$ cat config.mk
export PLATFORM = sky130hd
export DESIGN_NAME = multi_target_overspeed_alarm_core
export DESIGN_NICKNAME = d
export VERILOG_FILES = /design/src/mtoa_pkg.sv /design/src/mtoa_lane.sv /design/src/mtoa_merge.sv /design/src/multi_target_overspeed_alarm_core.sv
export SDC_FILE = /design/constraint.sdc
export NUM_CORES = 1
export LEC_CHECK = 0
export BUFFER_PORTS_ARGS = -buffer_cell sky130_fd_sc_hd__buf_4
export CAP_MARGIN = 10
export CORE_MARGIN = 1.5
export CORE_UTILIZATION = 58
export CTS_CLUSTER_DIAMETER = 30
export CTS_CLUSTER_SIZE = 30
export DETAILED_ROUTE_END_ITERATION = 10
export MAX_ROUTING_LAYER = met4
export PLACE_DENSITY = 0.81
export RECOVER_POWER = 100
export SYNTH_ARGS = -nofsm -noshare
export SYNTH_HDL_FRONTEND = slang
export SYNTH_SLANG_ARGS = --single-unit
$ cat constraint.sdc
create_clock -name clk -period 5.15 [get_ports clk]
set_input_delay 0.2575 -clock clk [delete_from_list [all_inputs] [get_ports clk]]
set_output_delay 0.2575 -clock clk [all_outputs]
set_load 0.005 [all_outputs]
$ cat src/mtoa_pkg.sv
// shared types and constants for the multi-target overspeed alarm
// no dependencies; used by every module of the block
`default_nettype none

package mtoa_pkg;

  localparam int unsigned NumTargets = 3;
  localparam int unsigned SpeedW     = 16;
  localparam int unsigned ThreshW    = 15;
  localparam int unsigned CountW     = 8;
  localparam int unsigned CfgIdxW    = 2;
  localparam int unsigned CfgDataW   = 15;

  // configuration register indexes
  typedef enum logic [CfgIdxW-1:0] {
    REG_THRESHOLD = 2'd0,
    REG_DEBOUNCE  = 2'd1,
    REG_MULTI     = 2'd2
  } cfg_reg_t;

  // per-target debounce phase
  typedef enum logic [1:0] {
    PH_OFF     = 2'd0,
    PH_PENDING = 2'd1,
    PH_ON      = 2'd2
  } phase_t;

  typedef struct packed {
    logic signed [SpeedW-1:0] speed_one;
    logic signed [SpeedW-1:0] speed_two;
    logic signed [SpeedW-1:0] speed_three;
  } in_word_t;

  typedef struct packed {
    logic [2:0] alarm_bits;
    logic [2:0] alarm_code;
  } out_word_t;

  // alarm flags of all lanes for the current word
  typedef struct packed {
    logic [NumTargets-1:0] on;
  } lane_status_t;

  // bitmap to report code: pairs are numbered from the top down
  function automatic logic [2:0] code_of_bits(input logic [2:0] bits);
    logic [2:0] code;
    unique case (bits)
      3'b000:  code = 3'd0;
      3'b001:  code = 3'd1;
      3'b010:  code = 3'd2;
      3'b011:  code = 3'd6;
      3'b100:  code = 3'd3;
      3'b101:  code = 3'd5;
      3'b110:  code = 3'd4;
      default: code = 3'd7;
    endcase
    return code;
  endfunction

endpackage

`default_nettype wire

$ cat src/mtoa_lane.sv
// one target lane: overspeed compare, debounce phase and run counter
// depends on mtoa_pkg
`default_nettype none

module mtoa_lane (
  input  wire logic                                clk,
  input  wire logic                                rst,
  input  wire logic                                update,
  input  wire logic signed [mtoa_pkg::SpeedW-1:0]  speed,
  input  wire logic        [mtoa_pkg::ThreshW-1:0] overspeed_limit,
  input  wire logic        [mtoa_pkg::CountW-1:0]  debounce_periods,
  output logic                                     on_next
);

  mtoa_pkg::phase_t                phase, phase_next;
  logic [mtoa_pkg::CountW-1:0]     run_count, run_count_next;
  logic [mtoa_pkg::CountW-1:0]     count_inc;
  logic signed [mtoa_pkg::SpeedW:0] neg_thresh;
  logic                            over;

  assign neg_thresh = -$signed({2'b00, overspeed_limit});
  assign over       = $signed({speed[mtoa_pkg::SpeedW-1], speed}) < neg_thresh;
  // saturate at all ones
  assign count_inc  = (&run_count) ? run_count : run_count + 1'b1;

  // next phase
  always_comb begin
    if (!over) begin
      phase_next = mtoa_pkg::PH_OFF;
    end else begin
      unique case (phase)
        mtoa_pkg::PH_PENDING:
          phase_next = (count_inc >= debounce_periods) ? mtoa_pkg::PH_ON
                                                       : mtoa_pkg::PH_PENDING;
        mtoa_pkg::PH_ON: phase_next = mtoa_pkg::PH_ON;
        default:         phase_next = mtoa_pkg::PH_PENDING;
      endcase
    end
  end

  // counter and flag
  always_comb begin
    if (!over) begin
      run_count_next = '0;
    end else begin
      unique case (phase)
        mtoa_pkg::PH_PENDING: run_count_next = count_inc;
        mtoa_pkg::PH_ON:      run_count_next = debounce_periods;
        default:              run_count_next = mtoa_pkg::CountW'(1);
      endcase
    end
    on_next = (phase_next == mtoa_pkg::PH_ON);
  end

  always_ff @(posedge clk) begin
    if (rst) begin
      phase     <= mtoa_pkg::PH_OFF;
      run_count <= '0;
    end else if (update) begin
      phase     <= phase_next;
      run_count <= run_count_next;
    end
  end

endmodule

`default_nettype wire

$ cat src/mtoa_merge.sv
// merge stage: combines lane flags into bitmap and report code
// depends on mtoa_pkg
`default_nettype none

module mtoa_merge (
  input  wire mtoa_pkg::lane_status_t status,
  input  wire logic                   multi_target,
  output mtoa_pkg::out_word_t         result
);

  logic [2:0] bits;

  always_comb begin
    if (multi_target) begin
      bits = status.on;
      result.alarm_code = mtoa_pkg::code_of_bits(bits);
    end else begin
      bits = {2'b00, status.on[0]};
      result.alarm_code = {2'b00, status.on[0]};
    end
    result.alarm_bits = bits;
  end

endmodule

`default_nettype wire

$ cat src/multi_target_overspeed_alarm_core.sv
// top level of the multi-target overspeed alarm
// depends on mtoa_pkg, mtoa_lane and mtoa_merge
`default_nettype none

// usage
//   input channel in_valid/in_ready/in_data: one word per sampling period,
//   carrying three signed speeds in 1/16 cm/s
//   output channel out_valid/out_ready/out_data: one word per input word,
//   alarm bitmap plus report code (0 means nothing to send)
//   config port cfg_we/cfg_index/cfg_data: 0 threshold, 1 debounce periods,
//   2 multi-target enable; other indexes are dropped; write only when idle
// result path: an accepted word's result is registered into out_data, or into the skid entry while the receiver stalls
// throughput: one word per clock while in_ready is high; the lanes update in parallel (targets 2 and 3
//   only in multi-target mode) and the merge feeds a two-entry output buffer
// stall: while the receiver holds off, one more word is taken into the skid
//   entry, then in_ready drops until the skid word moves up to the output
//   register; in_ready returns the cycle after that move
// reset: all targets go to off with zero counts, registers return to
//   threshold 1760, debounce 3, single-target mode; in_ready is low during rst

module multi_target_overspeed_alarm_core (
  input  wire logic                               clk,
  input  wire logic                               rst,
  input  wire logic                               in_valid,
  output logic                                    in_ready,
  input  wire mtoa_pkg::in_word_t                 in_data,
  output logic                                    out_valid,
  input  wire logic                               out_ready,
  output mtoa_pkg::out_word_t                     out_data,
  input  wire logic                               cfg_we,
  input  wire logic [mtoa_pkg::CfgIdxW-1:0]       cfg_index,
  input  wire logic [mtoa_pkg::CfgDataW-1:0]      cfg_data
);

  // configuration registers
  logic [mtoa_pkg::ThreshW-1:0] overspeed_limit;
  logic [mtoa_pkg::CountW-1:0]  debounce_periods;
  logic                         multi_target;

  always_ff @(posedge clk) begin
    if (rst) begin
      overspeed_limit  <= mtoa_pkg::ThreshW'(1760);
      debounce_periods <= mtoa_pkg::CountW'(3);
      multi_target     <= 1'b0;
    end else if (cfg_we) begin
      unique case (cfg_index)
        mtoa_pkg::REG_THRESHOLD: overspeed_limit  <= cfg_data[mtoa_pkg::ThreshW-1:0];
        mtoa_pkg::REG_DEBOUNCE:  debounce_periods <= cfg_data[mtoa_pkg::CountW-1:0];
        mtoa_pkg::REG_MULTI:     multi_target     <= cfg_data[0];
        default:                 ;  // unmapped index, dropped
      endcase
    end
  end

  // handshake
  logic                  skid_valid;
  mtoa_pkg::out_word_t   skid_data;
  logic                  accept;

  assign in_ready = !skid_valid && !rst;
  assign accept   = in_valid && in_ready;

  // lanes: target 1 updates on every accepted word, targets 2 and 3 only in multi mode
  logic signed [mtoa_pkg::SpeedW-1:0] speeds [mtoa_pkg::NumTargets];
  mtoa_pkg::lane_status_t             status;

  assign speeds[0] = in_data.speed_one;
  assign speeds[1] = in_data.speed_two;
  assign speeds[2] = in_data.speed_three;

  for (genvar g = 0; g < mtoa_pkg::NumTargets; g++) begin : g_lane
    mtoa_lane u_lane (
      .clk              (clk),
      .rst              (rst),
      .update           (accept && ((g == 0) || multi_target)),
      .speed            (speeds[g]),
      .overspeed_limit  (overspeed_limit),
      .debounce_periods (debounce_periods),
      .on_next          (status.on[g])
    );
  end

  // merge of lane flags into the result word
  mtoa_pkg::out_word_t result;

  mtoa_merge u_merge (
    .status       (status),
    .multi_target (multi_target),
    .result       (result)
  );

  // two-entry output buffer: main register plus skid entry
  always_ff @(posedge clk) begin
    if (rst) begin
      out_valid  <= 1'b0;
      skid_valid <= 1'b0;
    end else begin
      if (out_valid && !out_ready) begin
        // receiver stalled: park a new word in the skid entry
        if (accept) begin
          skid_valid <= 1'b1;
        end
      end else if (skid_valid) begin
        // main register drains, skid moves up
        out_valid  <= 1'b1;
        skid_valid <= 1'b0;
      end else begin
        out_valid <= accept;
      end
    end
  end

  always_ff @(posedge clk) begin
    if (out_valid && !out_ready) begin
      if (accept) begin
        skid_data <= result;
      end
    end else if (skid_valid) begin
      out_data <= skid_data;
    end else if (accept) begin
      out_data <= result;
    end
  end

  // checks
  skid_needs_main: assert property (@(posedge clk) disable iff (rst)
    skid_valid |-> out_valid)
    else $error("skid entry holds a word while the output register is empty");

  accept_gives_output: assert property (@(posedge clk) disable iff (rst)
    accept |=> out_valid)
    else $error("accepted word did not reach the output buffer");

  code_matches_bits: assert property (@(posedge clk) disable iff (rst)
    out_valid |-> ((out_data.alarm_bits == 3'd0) == (out_data.alarm_code == 3'd0)))
    else $error("report code disagrees with the alarm bitmap");

  skid_drains: assert property (@(posedge clk) disable iff (rst)
    (skid_valid && out_ready) |=> !skid_valid)
    else $error("skid entry failed to drain");

endmodule

`default_nettype wire
Yosys cells after proc, flatten, opt, wreduce, memory -nomap -nowiden
Index checks and enable logic that the tools add are counted.

Bitwise gates (word level): 1. Reduce and logical (&&, ||, !) cells: 19. $add $sub $neg: 4. Equality and inequality tests: 17. Muxes and demuxes: 24. $lt $le $gt $ge: 6.

Operators by type and width (count): 16-bit by 17-bit less-than comparator with 1-bit output (3); 8-bit two-way mux (6); 8-bit one-hot mux with 2 select lines (3); 8-bit by 1-bit adder with 8-bit output, second input constant (3); 8-bit >= comparator (3); 8-bit AND reduction (3); 3-bit one-hot mux with 7 select lines (1); 15-bit negator with 17-bit output (1); 2-bit equality test, second input constant (7); 2-bit two-way mux (6); 6-bit two-way mux (2); 2-bit one-hot mux with 2 select lines (3); 2-bit AND reduction (5); 3-bit equality test, second input constant (3); 2-bit by 1-bit equality test with 1-bit output, second input constant (4); 3-bit by 2-bit equality test with 1-bit output, second input constant (2); 3-bit two-way mux (2); 1-bit logical AND (4); 3-bit by 1-bit equality test with 1-bit output, second input constant (1); 1-bit logical NOT (3); 3-bit logical NOT (1); 2-bit logical NOT (1); 2-bit nonzero test (1); 2-bit OR reduction (1); other kinds (2) (2).

Bits of input ports: 70. Word-level logic and storage cells: 86. Register bits after elaboration: 68. Output and inout port bits: 8.

Logic depth before layout (Yosys ltp)
Gate-level depths: netlist of the first run.

Word-level depth: 12. Gate-level depth with buffers: 17. Depth with buffers taken out: 16.

Hierarchy
Synthesis of the first run repeated with hierarchy kept, for this count alone.

Cell total of the unflattened synthesis: 701. Area, all modules: 6033.3 sq um.

Modules (own cells, without submodules): mtoa_lane at g_lane[0].u_lane ... (times used 2, area an instance 1448.9 sq um, sequential area each 200.2 sq um, cells each 184); multi_target_overspeed_alarm_core (times used 1, area an instance 1587.8 sq um, sequential area each 880.8 sq um, cells each 135); mtoa_lane at g_lane[1].u_lane (times used 1, area an instance 1473.9 sq um, sequential area each 200.2 sq um, cells each 185); mtoa_merge (times used 1, area an instance 73.8 sq um, sequential area each 0.0 sq um, cells each 13).

Worst setup path after synthesis of the first run
No wires, ideal clock.

Path kind: reg-to-reg. Start: register overspeed_limit[0] in the netlist's numbering. End: register out_data[1] in the netlist's numbering, data pin. Cell stages (with the launch flop): 17. Setup slack: 1170 ps. Required time: 4894 ps. Buffers on the path: 1. Setup time: 256 ps. Period minus slack after synthesis: 3980 ps. Data arrival time: 3724 ps. Cells stage by stage: dfxtp_1 > inv_1 > ha_1 > or4b_1 > clkbuf_1 > or2_2 > nor3_1 > xor2_1 > ha_1 > nand3_1 > nor2_1 > and3_1 > a311o_1 > or4b_1 > a21oi_1 > xnor2_1 > a22o_1.

Cells in the longest elaborated chain, start to end: 9. Elaborated cells on any way between the ends: 21. Those cells by class: 1 x add/sub; 3 x order compare; 9 x eq/ne; 7 x mux; 1 x reduce/logical.

RTL lines: from (decl) (line multi_target_overspeed_alarm_core.sv:36) `logic [mtoa_pkg::ThreshW-1:0] overspeed_limit;`; from (signal assigned) (line multi_target_overspeed_alarm_core.sv:42) `overspeed_limit <= mtoa_pkg::ThreshW'(1760);`; from (signal assigned) (line multi_target_overspeed_alarm_core.sv:47) `mtoa_pkg::REG_THRESHOLD: overspeed_limit <= cfg_data[mtoa_pkg::ThreshW-1:0];`; 15-bit negator with 17-bit output (*) (line mtoa_lane.sv:21) `assign neg_thresh = -$signed({2'b00, overspeed_limit});`; 16-bit by 17-bit less-than comparator with 1-bit output (line mtoa_lane.sv:22) `assign over = $signed({speed[mtoa_pkg::SpeedW-1], speed}) < neg_thresh;`; 2-bit two-way mux (line mtoa_lane.sv:28) `if (!over) begin`; 2-bit equality test (line mtoa_lane.sv:52) `on_next = (phase_next == mtoa_pkg::PH_ON);`; 3-bit equality test, or another cell as far along (line mtoa_pkg.sv:47) `unique case (bits)`; 3-bit one-hot mux with 7 select lines (*) (line mtoa_pkg.sv:47); 3-bit two-way mux (*) (line mtoa_merge.sv:14) `if (multi_target) begin`; 6-bit two-way mux (*) (line multi_target_overspeed_alarm_core.sv:120) `end else if (accept) begin`; 6-bit two-way mux (*) (line multi_target_overspeed_alarm_core.sv:118) `end else if (skid_valid) begin`; to (signal assigned) (line multi_target_overspeed_alarm_core.sv:119) `out_data <= skid_data;`; to (signal assigned) (line multi_target_overspeed_alarm_core.sv:121) `out_data <= result;`; to (decl) (line multi_target_overspeed_alarm_core.sv:29) `output mtoa_pkg::out_word_t out_data,`.

Every way passes the cells marked *; elsewhere a longest branch is shown, timed or not. The select of a mux whose other input is x is not followed. A chain may end at the register's enable or synchronous reset.

Worst setup path after layout of the first run
Start: register overspeed_limit[0] in the netlist's numbering. End: register g_lane[0].u_lane.phase[1].

Cells in the longest elaborated chain, start to end: 3.

RTL lines: 15-bit negator with 17-bit output (line mtoa_lane.sv:21); 16-bit by 17-bit less-than comparator with 1-bit output (line mtoa_lane.sv:22); 2-bit two-way mux (line mtoa_lane.sv:28); to (signal assigned) (line mtoa_lane.sv:57) `phase <= mtoa_pkg::PH_OFF;`; to (signal assigned) (line mtoa_lane.sv:60) `phase <= phase_next;`; to (decl) (line mtoa_lane.sv:15) `mtoa_pkg::phase_t phase, phase_next;`.

No other way between the ends.

==> results of run 1 <==
==> per-stage QoR <==
step	total power (W)	utilization	hold WS, ns	setup slack, ns	std cells
global placement	0.0007738	0.6769	0.4571	0.8758	783
detailed placement	0.0007846	0.6769	0.4686	0.7155	783
floorplan	0.0006938	-	0.3816	1.170	615
global route	0.001315	0.6973	0.1583	0.2507	799
finish	0.001256	0.6973	0.1608	0.5005	799
CTS	0.001267	0.7017	0.1472	0.7121	799
==> cell families after synthesis <==
| group | Yosys count | share of synthesized area |
|---|---|---|
| AND/OR/NAND/NOR | 216 | 0.2092 |
| AO/OA/AOI/OAI | 165 | 0.2135 |
| adder cells (fa/ha/maj) | 77 | 0.1824 |
| flip-flops | 68 | 0.2808 |
| buffers and inverters | 49 | 0.03487 |
| XOR/XNOR | 27 | 0.05289 |
| multiplexers | 13 | 0.02633 |
==> sequential cells by signal, summed over array words and instances, names as in the netlist <==
name,count
overspeed_limit,15
debounce_periods,8
g_lane.u_lane.phase,6
out_valid,1
skid_valid,1
multi_target,1
out_data,6
skid_data,6
g_lane.u_lane.run_count,24
==> worst paths after layout <==
check	from	end
max	overspeed_limit[0]$_SDFFE_PP0P_	g_lane[0].u_lane.phase[1]$_SDFFE_PP0P_
min reg2reg	g_lane[2].u_lane.phase[0]$_SDFFE_PP0P_	g_lane[2].u_lane.phase[0]$_SDFFE_PP0P_
min	cfg_data[7]	overspeed_limit[7]$_SDFFE_PP1P_
max reg2reg	overspeed_limit[0]$_SDFFE_PP0P_	g_lane[0].u_lane.phase[1]$_SDFFE_PP0P_
==> final cells by class <==
cell class | instances | area [µm²] | area share
Multi-Input combinational cell | 498 | 3578 | 0.5856
Sequential cell | 68 | 1481 | 0.2424
Timing Repair Buffer | 79 | 585.6 | 0.09582
Tap cell | 108 | 135.1 | 0.02211
Clock buffer | 10 | 127.6 | 0.02088
Inverter | 30 | 112.6 | 0.01843
Clock inverter | 6 | 90.09 | 0.01474
==> cells in the mapped netlist, types with 2 or more instances <==
library cell / instances
a22oi_1: 25
inv_1: 29
or2_2: 2
xnor2_1: 11
and3_1: 7
nand2b_1: 7
nand4_1: 11
mux2_2: 6
and4_1: 2
nor2_1: 56
nand3b_1: 9
or3_1: 3
dfxtp_1: 56
a22o_1: 17
o21ai_0: 15
buf_1: 5
o21ai_1: 11
edfxtp_1: 12
ha_1: 76
o31ai_1: 5
o21a_1: 6
mux2i_1: 6
nor3b_1: 2
nor3_1: 10
a21o_1: 14
nor4_1: 4
clkbuf_1: 14
nand2_1: 68
xor2_1: 13
and2_1: 9
o211ai_1: 2
a31oi_1: 6
nor4_4: 2
or4_4: 2
or2b_1: 2
xnor3_1: 2
nand3_1: 12
a21oi_1: 48
or4b_1: 2
==> critical path: stages (launching register included) <==
cell      delay [ns]
dfxtp_1         0.36
inv_1           0.07
ha_1            0.20
or4b_1          0.58
or2_2           0.37
nor3_1          0.18
xor2_1          0.32
ha_1            0.31
a21o_1          0.19
a211oi_1        0.21
mux2_2          0.18
o41ai_1         0.17
nor4_1          1.11
o21ai_1         0.18
o31ai_1         0.13
==> layout by cell type (no fill, tap or decap), types with 8 or more instances in the layout <==
master,synthesis,layout
xor2_1,13,13
a21o_1,14,14
clkbuf_4,0,8
nand3b_1,9,9
a22o_1,17,17
a22oi_1,25,25
inv_1,29,30
o21ai_0,15,25
edfxtp_1,12,12
a21oi_1,48,48
dfxtp_1,56,56
nand2_1,68,68
nand4_1,11,11
nand3_1,12,12
buf_4,0,69
nor3_1,10,10
nor2_1,56,57
ha_1,76,76
xnor2_1,11,11
clkbuf_8,0,9
==> power by group through the flow <==
stage	Sequential, W	Combinational (W)	Clock [W]
2_1_floorplan	0.000573	0.000121	0
3_3_place_gp	0.000577	0.000197	0
3_5_place_dp	0.000578	0.000207	0
4_1_cts	0.000565	0.000208	0.000494
5_1_grt	0.000567	0.000230	0.000517
6_report	0.000566	0.000205	0.000484
==> routing by layer <==
metal / track usage / up-vias
met5: - / -
met4: 0.09426 / 0
met3: 0.04438 / 24
met2: 0.5058 / 162
met1: 0.3450 / 2262
li1: - / 2402
==> impl_metrics.py, run 1 <==
metrics = {
    "synth": {
        "netlist_area_um2": 5275,
        "synth-edff-count": 12,
        "synth_ff_type": "dfxtp_1",
        "yosys-top-cells-area": "dfxtp_1 21%, ha_1 18%, edfxtp_1 6.8%, nand2_1 4.8%, a21oi_1 4.6%",
        "syn_nets": 761,
        "yosys_warnings": 0,
        "synthArstFlopShare": 0,
        "synth.distinct_cells": 65,
        "seq_area_frac_synth": 0.2808,
        "syn_area_per_cell_um2": 8.577,
        "synth_largest_area_cell": "dfxtp_1",
        "netlist_instances": 615,
        "yosysTopAreaCellShare": 0.2125,
        "ys_ff_latch": 68,
    },
    "setup_path": {
        "arrival_ns": 4.89,
        "r2r_setup_slack_ns": 0.50,
        "path_class": "register to register",
        "critPathMaxFanout": 8,
        "worstPathRequired_ns": 5.39,
        "cp-start-kind": "register",
        "r2r_cells": 14,
        "endpoint_kind": "register",
    },
    "placed_design": {
        "hpwl_um": 10770,
        "place_congestion": 0.8699,
        "port_buffers": 77,
        "place_area_um2": 5932,
    },
    "route": {
        "viasPerCell": 6.070,
        "drt-total-wl_um": 13470,
        "wl_met2_um": 6665,
        "drc": 0,
        "highest_layer": "met4",
        "drt_first_pass_iters": 6,
        "drtAntennaViolNets": 0,
        "wl_per_cell_um": 16.86,
        "drt_iter0_markers": 249,
        "wl_met1_um": 5809,
        "wl_met3_um": 721,
        "vias": 4850,
    },
    "power": {
        "ir_worst_vdd_v": 0.0001212,
        "internal_power_w": 0.0009244,
        "swShare": 0.2638,
        "pwr-share-comb": 0.163,
        "pwr-share-clk": 0.386,
        "seq_power_share": 0.451,
        "powerDensity_nw_per_um2": 205.5,
        "p_leak_nw": 2.719,
        "p_sw_w": 0.0003312,
    },
    "cells_and_area": {
        "syn_to_final_growth_pct": 15.84,
        "final_area_um2": 6111,
        "nFillCells": 709,
        "fin_nets": 832,
        "drive_gt1_frac": 0.1577,
        "n_antenna_cell": 0,
    },
    "sta": {
        "clock_skew_ns": 0.01857,
        "worst_pin_slew_ns": 1.338,
        "setup_violations": 0,
        "period_share": 0.9028,
        "rsz0062_at_grt": "no",
        "hold_viol_final": 0,
        "maxSlewHeadroom": 0.09959,
        "drv_slew": 0,
        "max_freq_mhz": 215.1,
        "tns_ns": 0,
        "layout_min_cycle_time_ns": 4.650,
    },
    "clocking": {
        "cts_tree": "done",
        "cts.sinks": 68,
        "clk_latency_ns": 0.34,
        "hold_buffers": 0,
        "root_buffer": "clkbuf_8",
        "cts_setup_buffers": 0,
        "clockBufferDepth": 2,
        "htree_num_levels": 3,
        "post_cts_resized": 0,
        "path_clk_slew_ns": 0.07,
        "cts_inserted_buffers": 9,
    },
    "floorplan": {
        "fp.coreArea_um2": 8763,
        "die_h_um": 98.37,
        "die_area_um2": 9676,
        "row_count": 34,
        "die_w_um": 98.37,
        "initial_core_util": 0.6019,
        "io_pins": 78,
    },
    "global_route": {
        "gr-total-overflow": 0,
        "grt_pass1_wl_um": 22270,
        "track_usage": 0.2913,
        "grt_max_degree": 51,
        "antenna_found_initial": 0,
        "grt_pass1_vias": 4784,
    },
    "worst_hold_path": {
        "hold_path_class": "input port to register",
        "hold_depth": 3,
    },
    "job": {
        "drv_cap": 0,
    },
    "run_status": {
        "outcome": "finished clean",
    },
}
Power figures use the tool's default switching activity.
==> run 2: changes to the inputs <==
Settings changed: CORE_UTILIZATION 58 to 63, GPL_ROUTABILITY_DRIVEN set to 1, PLACE_DENSITY 0.81 to 0.87.
Clock period 5.15 ns to 5.4 ns, I/O delays scaled along.
==> impl_metrics.py, run 2 (synthesis results as in run 1) <==
metrics = {
    "setup_path": {
        "cp-start-kind": "register",
        "worstReg2RegStart": "overspeed_limit[0]$_SDFFE_PP0P_",
        "reg2reg_to": "out_data[0]$_DFFE_PP_",
        "endpoint_kind": "register",
        "worstPathRequired_ns": 5.50,
        "arrival_ns": 4.90,
        "r2r_setup_slack_ns": 0.60,
        "critPathMaxFanout": 7,
        "path_class": "register to register",
        "max_stage_delay_ns": 0.62,
        "crit_path_frequent_cell": "ha_1",
        "slowest_stage": "o41ai_1",
        "path_cells": "inv_1 > ha_1 > or4b_1 > or2_2 > nor4_1 > ha_1 > and4_1 > and2_0 > nand2_1 > o41ai_1 > a41oi_2 > a2111o_1 > o21a_1 > nor2_1 > o31ai_1",
        "r2r_cells": 15,
    },
    "global_route": {
        "antenna_found_initial": 0,
        "grt_max_degree": 51,
        "track_usage": 0.3359,
        "gr-total-overflow": 0,
        "grt_pass1_vias": 4712,
        "grt_pass1_wl_um": 22130,
    },
    "cells_and_area": {
        "fin_nets": 830,
        "largest_registers": "g_lane.u_lane.run_count (24), overspeed_limit (15), debounce_periods (8)",
        "multi_input_area_um2": 3558,
        "largest_reg_flops": 24,
        "drive_gt1_frac": 0.1524,
        "final_common_cell": "ha_1",
        "final_cell_mix": "76 x ha_1, 68 x nand2_1, 68 x buf_4, 57 x nor2_1, 56 x dfxtp_1",
        "utilization": 0.7423,
        "register_area_um2": 1481,
        "syn_to_final_growth_pct": 15.04,
        "top_register": "g_lane.u_lane.run_count",
        "n_antenna_cell": 0,
        "nFillCells": 613,
    },
    "floorplan": {
        "row_count": 33,
        "die_area_um2": 8931,
        "fp.coreArea_um2": 8175,
        "die_w_um": 94.51,
        "die_h_um": 94.51,
        "io_pins": 78,
        "initial_core_util": 0.6452,
    },
    "clocking": {
        "cts.sinks": 68,
        "path_clk_slew_ns": 0.09,
        "post_cts_resized": 0,
        "cts_tree": "done",
        "clk_latency_ns": 0.36,
        "cts_inserted_buffers": 9,
        "cts_setup_buffers": 0,
        "htree_num_levels": 3,
        "root_buffer": "clkbuf_8",
        "clockBufferDepth": 2,
        "hold_buffers": 0,
    },
    "route": {
        "drt_iter0_markers": 287,
        "drt_first_pass_iters": 4,
        "wl_per_cell_um": 17.74,
        "viasPerCell": 6.275,
        "vias": 4982,
        "drtAntennaViolNets": 0,
        "drt-total-wl_um": 14090,
        "drc": 0,
    },
    "power": {
        "p_leak_nw": 2.691,
        "powerDensity_nw_per_um2": 199.3,
        "ir_worst_vdd_v": 0.0001561,
    },
    "run_status": {
        "failed_checks": "max-capacitance violations, max-slew violations",
        "outcome": "finished with violations",
    },
    "worst_hold_path": {
        "hold_depth": 3,
        "worstHoldStart": "cfg_data[9]",
        "worstHoldEndpoint": "overspeed_limit[9]$_SDFFE_PP1P_",
        "hold_path_class": "input port to register",
    },
    "job": {
        "drv_cap": 1,
    },
    "sta": {
        "drv_slew": 16,
        "fin_ws_ns": 0.6012,
        "clock_skew_ns": 0.01337,
        "setup_violations": 0,
        "max_freq_mhz": 208.4,
        "period_share": 0.8887,
        "hold_viol_final": 0,
        "worst_pin_slew_ns": 1.804,
        "tns_ns": 0,
        "layout_min_cycle_time_ns": 4.799,
        "rsz0062_at_grt": "no",
        "maxSlewHeadroom": -0.2054,
    },
    "placed_design": {
        "port_buffers": 77,
        "dpl_worst_slack_ns": 0.9057,
        "place_congestion": 0.9403,
        "hpwl_um": 10940,
    },
}
## run 2: metal layers
metal  routed length, µm  GRT usage  share of wire
met4                 484     0.1368          0.034
met2                6639     0.5671           0.47
met5                   0          -              0
met1                5845     0.3962           0.41
met3                1116    0.05717          0.079
## run 2: worst max-delay path by stage
stage	start	cells past startpoint	end
2_1_floorplan	overspeed_limit[0]$_SDFFE_PP0P_	16	out_data[1]$_DFFE_PP_
3_3_place_gp	overspeed_limit[0]$_SDFFE_PP0P_	15	out_data[0]$_DFFE_PP_
3_5_place_dp	overspeed_limit[0]$_SDFFE_PP0P_	15	out_data[0]$_DFFE_PP_
4_1_cts	overspeed_limit[0]$_SDFFE_PP0P_	15	out_data[0]$_DFFE_PP_
5_1_grt	overspeed_limit[0]$_SDFFE_PP0P_	15	out_data[1]$_DFFE_PP_
6_report	overspeed_limit[0]$_SDFFE_PP0P_	15	out_data[0]$_DFFE_PP_
## run 2: layout make-up
type | count | area share
Timing Repair Buffer | 77 | 0.09340
Inverter | 30 | 0.01856
Clock inverter | 6 | 0.01485
Tap cell | 105 | 0.02165
Clock buffer | 10 | 0.02103
Sequential cell | 68 | 0.2441
Multi-Input combinational cell | 498 | 0.5864
## run 2: worst max-delay path: cells and delay by family, from the launching register on
kind	cells	cell delay (ns)
simple gates	7	2.07
compound gates	5	1.53
flops	1	0.37
buf+inv	1	0.08
fa+ha+maj	2	0.50
## run 2: power by group
part           switching (W)  internal [W]
clock network       0.000215      0.000261
registers          0.0000144      0.000526
logic               0.000100     0.0000931
total               0.000330      0.000880
## run 2: per-stage QoR
step,hold WS (ns),power (W),instances,cell area (µm²)
after CTS,0.1271,0.001211,794,6136
after floorplan,0.3941,0.0006617,615,5275
after global routing,0.1408,0.001257,794,6068
after global placement,0.4535,0.0007394,778,5918
final,0.1336,0.001210,794,6068
after detailed placement,0.4695,0.0007465,778,5918
==> run 3: changes to the inputs <==
Settings changed: RECOVER_POWER 100 to not set.
==> impl_metrics.py, run 3 (synthesis results as in run 1) <==
metrics = {
    "sta": {
        "tns_ns": 0,
        "maxSlewHeadroom": 0.3260,
        "worst_pin_slew_ns": 1.007,
        "drv_slew": 0,
        "layout_min_cycle_time_ns": 4.505,
        "rsz0062_at_grt": "no",
        "setup_violations": 0,
        "period_share": 0.8342,
        "max_freq_mhz": 222.0,
        "clock_skew_ns": 0.01564,
        "hold_viol_final": 0,
    },
    "power": {
        "pwr-share-comb": 0.163,
        "pwr-share-clk": 0.392,
        "p_sw_w": 0.0003318,
        "ir_worst_vdd_v": 0.0001553,
        "seq_power_share": 0.445,
        "internal_power_w": 0.0008814,
        "p_leak_nw": 2.730,
        "swShare": 0.2735,
        "p_total_w": 0.001213,
        "powerDensity_nw_per_um2": 197.7,
    },
    "cells_and_area": {
        "top_register": "g_lane.u_lane.run_count",
        "fin_nets": 830,
        "final_common_cell": "buf_4",
        "drive_gt1_frac": 0.1684,
        "final_area_um2": 6136,
        "largest_registers": "g_lane.u_lane.run_count (24), overspeed_limit (15), debounce_periods (8)",
        "utilization": 0.7505,
        "largest_reg_flops": 24,
        "final_cell_mix": "77 x buf_4, 76 x ha_1, 68 x nand2_1, 56 x nor2_1, 56 x dfxtp_1",
        "syn_to_final_growth_pct": 16.32,
        "n_antenna_cell": 0,
    },
    "route": {
        "drc": 0,
        "vias": 4984,
        "drt_iter0_markers": 258,
        "viasPerCell": 6.277,
        "drt_first_pass_iters": 5,
        "drt-total-wl_um": 14120,
        "wl_per_cell_um": 17.79,
        "drtAntennaViolNets": 0,
    },
    "job": {
        "drv_cap": 0,
    },
    "setup_path": {
        "cp-start-kind": "register",
        "crit_buf_inv": 1,
        "critPathMaxFanout": 7,
        "r2r_setup_slack_ns": 0.90,
        "endpoint_kind": "register",
        "reg2reg_to": "out_data[0]$_DFFE_PP_",
        "slowest_stage": "or4b_1",
        "arrival_ns": 4.61,
        "path_class": "register to register",
        "worstPathRequired_ns": 5.51,
        "max_stage_delay_ns": 0.58,
        "worstReg2RegStart": "overspeed_limit[0]$_SDFFE_PP0P_",
        "crit_family": "simple AND/OR/NAND/NOR gates",
        "cp.depth": 15,
        "crit_path_frequent_cell": "ha_1",
        "r2r_cells": 15,
        "path_cells": "inv_1 > ha_1 > or4b_1 > or2_2 > nor4_1 > ha_1 > and4_1 > and2_1 > nand2_1 > o41ai_4 > a41oi_2 > a2111o_1 > o21a_1 > nor2_2 > o31ai_1",
    },
    "clocking": {
        "root_buffer": "clkbuf_8",
        "clk_latency_ns": 0.36,
        "cts_inserted_buffers": 9,
        "hold_buffers": 0,
        "post_cts_resized": 0,
        "cts_tree": "done",
        "cts.sinks": 68,
        "clockBufferDepth": 2,
        "cts_setup_buffers": 0,
        "htree_num_levels": 3,
        "path_clk_slew_ns": 0.09,
    },
    "global_route": {
        "grt_max_degree": 51,
        "grt_pass1_wl_um": 22130,
        "grt_pass1_vias": 4712,
        "gr-total-overflow": 0,
        "track_usage": 0.3359,
        "antenna_found_initial": 0,
    },
    "floorplan": {
        "row_count": 33,
        "die_w_um": 94.51,
        "die_area_um2": 8931,
        "io_pins": 78,
        "fp.coreArea_um2": 8175,
        "initial_core_util": 0.6452,
        "die_h_um": 94.51,
    },
    "worst_hold_path": {
        "worstHoldEndpoint": "overspeed_limit[10]$_SDFFE_PP1P_",
        "worstHoldStart": "cfg_data[10]",
        "hold_path_class": "input port to register",
        "hold_depth": 3,
    },
    "placed_design": {
        "place_congestion": 0.9403,
        "hpwl_um": 10940,
        "port_buffers": 77,
        "place_area_um2": 5918,
    },
    "run_status": {
        "outcome": "finished clean",
    },
}
-- run 3: power groups by stage --
| stage | clock [W] | combinational (W) | sequential, W |
|---|---|---|---|
| floorplan | 0 | 0.000115 | 0.000546 |
| global placement | 0 | 0.000189 | 0.000550 |
| detailed placement | 0 | 0.000195 | 0.000551 |
| CTS | 0.000475 | 0.000197 | 0.000540 |
| global route | 0.000499 | 0.000221 | 0.000541 |
| finish | 0.000475 | 0.000198 | 0.000540 |
-- run 3: worst max-delay path by stage --
stage                                               start                                          to  slack [ns]
after floorplan           overspeed_limit[0]$_SDFFE_PP0P_                       out_data[1]$_DFFE_PP_        1.42
after global placement    overspeed_limit[0]$_SDFFE_PP0P_                       out_data[0]$_DFFE_PP_        1.06
after detailed placement  overspeed_limit[0]$_SDFFE_PP0P_                       out_data[0]$_DFFE_PP_        0.91
after CTS                 overspeed_limit[0]$_SDFFE_PP0P_                       out_data[0]$_DFFE_PP_        0.91
after global routing      overspeed_limit[0]$_SDFFE_PP0P_  g_lane[2].u_lane.run_count[2]$_SDFFE_PP0P_        0.57
final                     overspeed_limit[0]$_SDFFE_PP0P_                       out_data[0]$_DFFE_PP_        0.90
-- run 3: cell type report --
class,count,area (µm²)
tap,105,131.4
inverter,30,112.6
multi-input combinational,498,3615
clock buffer,10,127.6
fill,596,2039
sequential,68,1481
timing repair buffer,77,578.1
clock inverter,6,90.09
-- run 3: layer usage --
layer  global-route usage  vias up  share of wire
met5                    -        -              0
met4               0.1368        0          0.028
met3              0.05717       34          0.067
met2               0.5671      198           0.48
met1               0.3962     2353           0.43
li1                     -     2399              -
-- run 3: stage by stage --
| step | instances | hold slack (ns) | setup slack (ns) |
|---|---|---|---|
| 2_1_floorplan | 615 | 0.3941 | 1.420 |
| 3_3_place_gp | 778 | 0.4535 | 1.062 |
| 3_5_place_dp | 778 | 0.4695 | 0.9057 |
| 4_1_cts | 794 | 0.1271 | 0.9069 |
| 5_1_grt | 794 | 0.1408 | 0.5691 |
| 6_report | 794 | 0.1315 | 0.8951 |
-- run 3: worst min-delay path, delay by kind of cell --
kind / cells / cell delay, ns
buffers and inverters: 1 / 0.08
and+or+nand+nor: 2 / 0.11
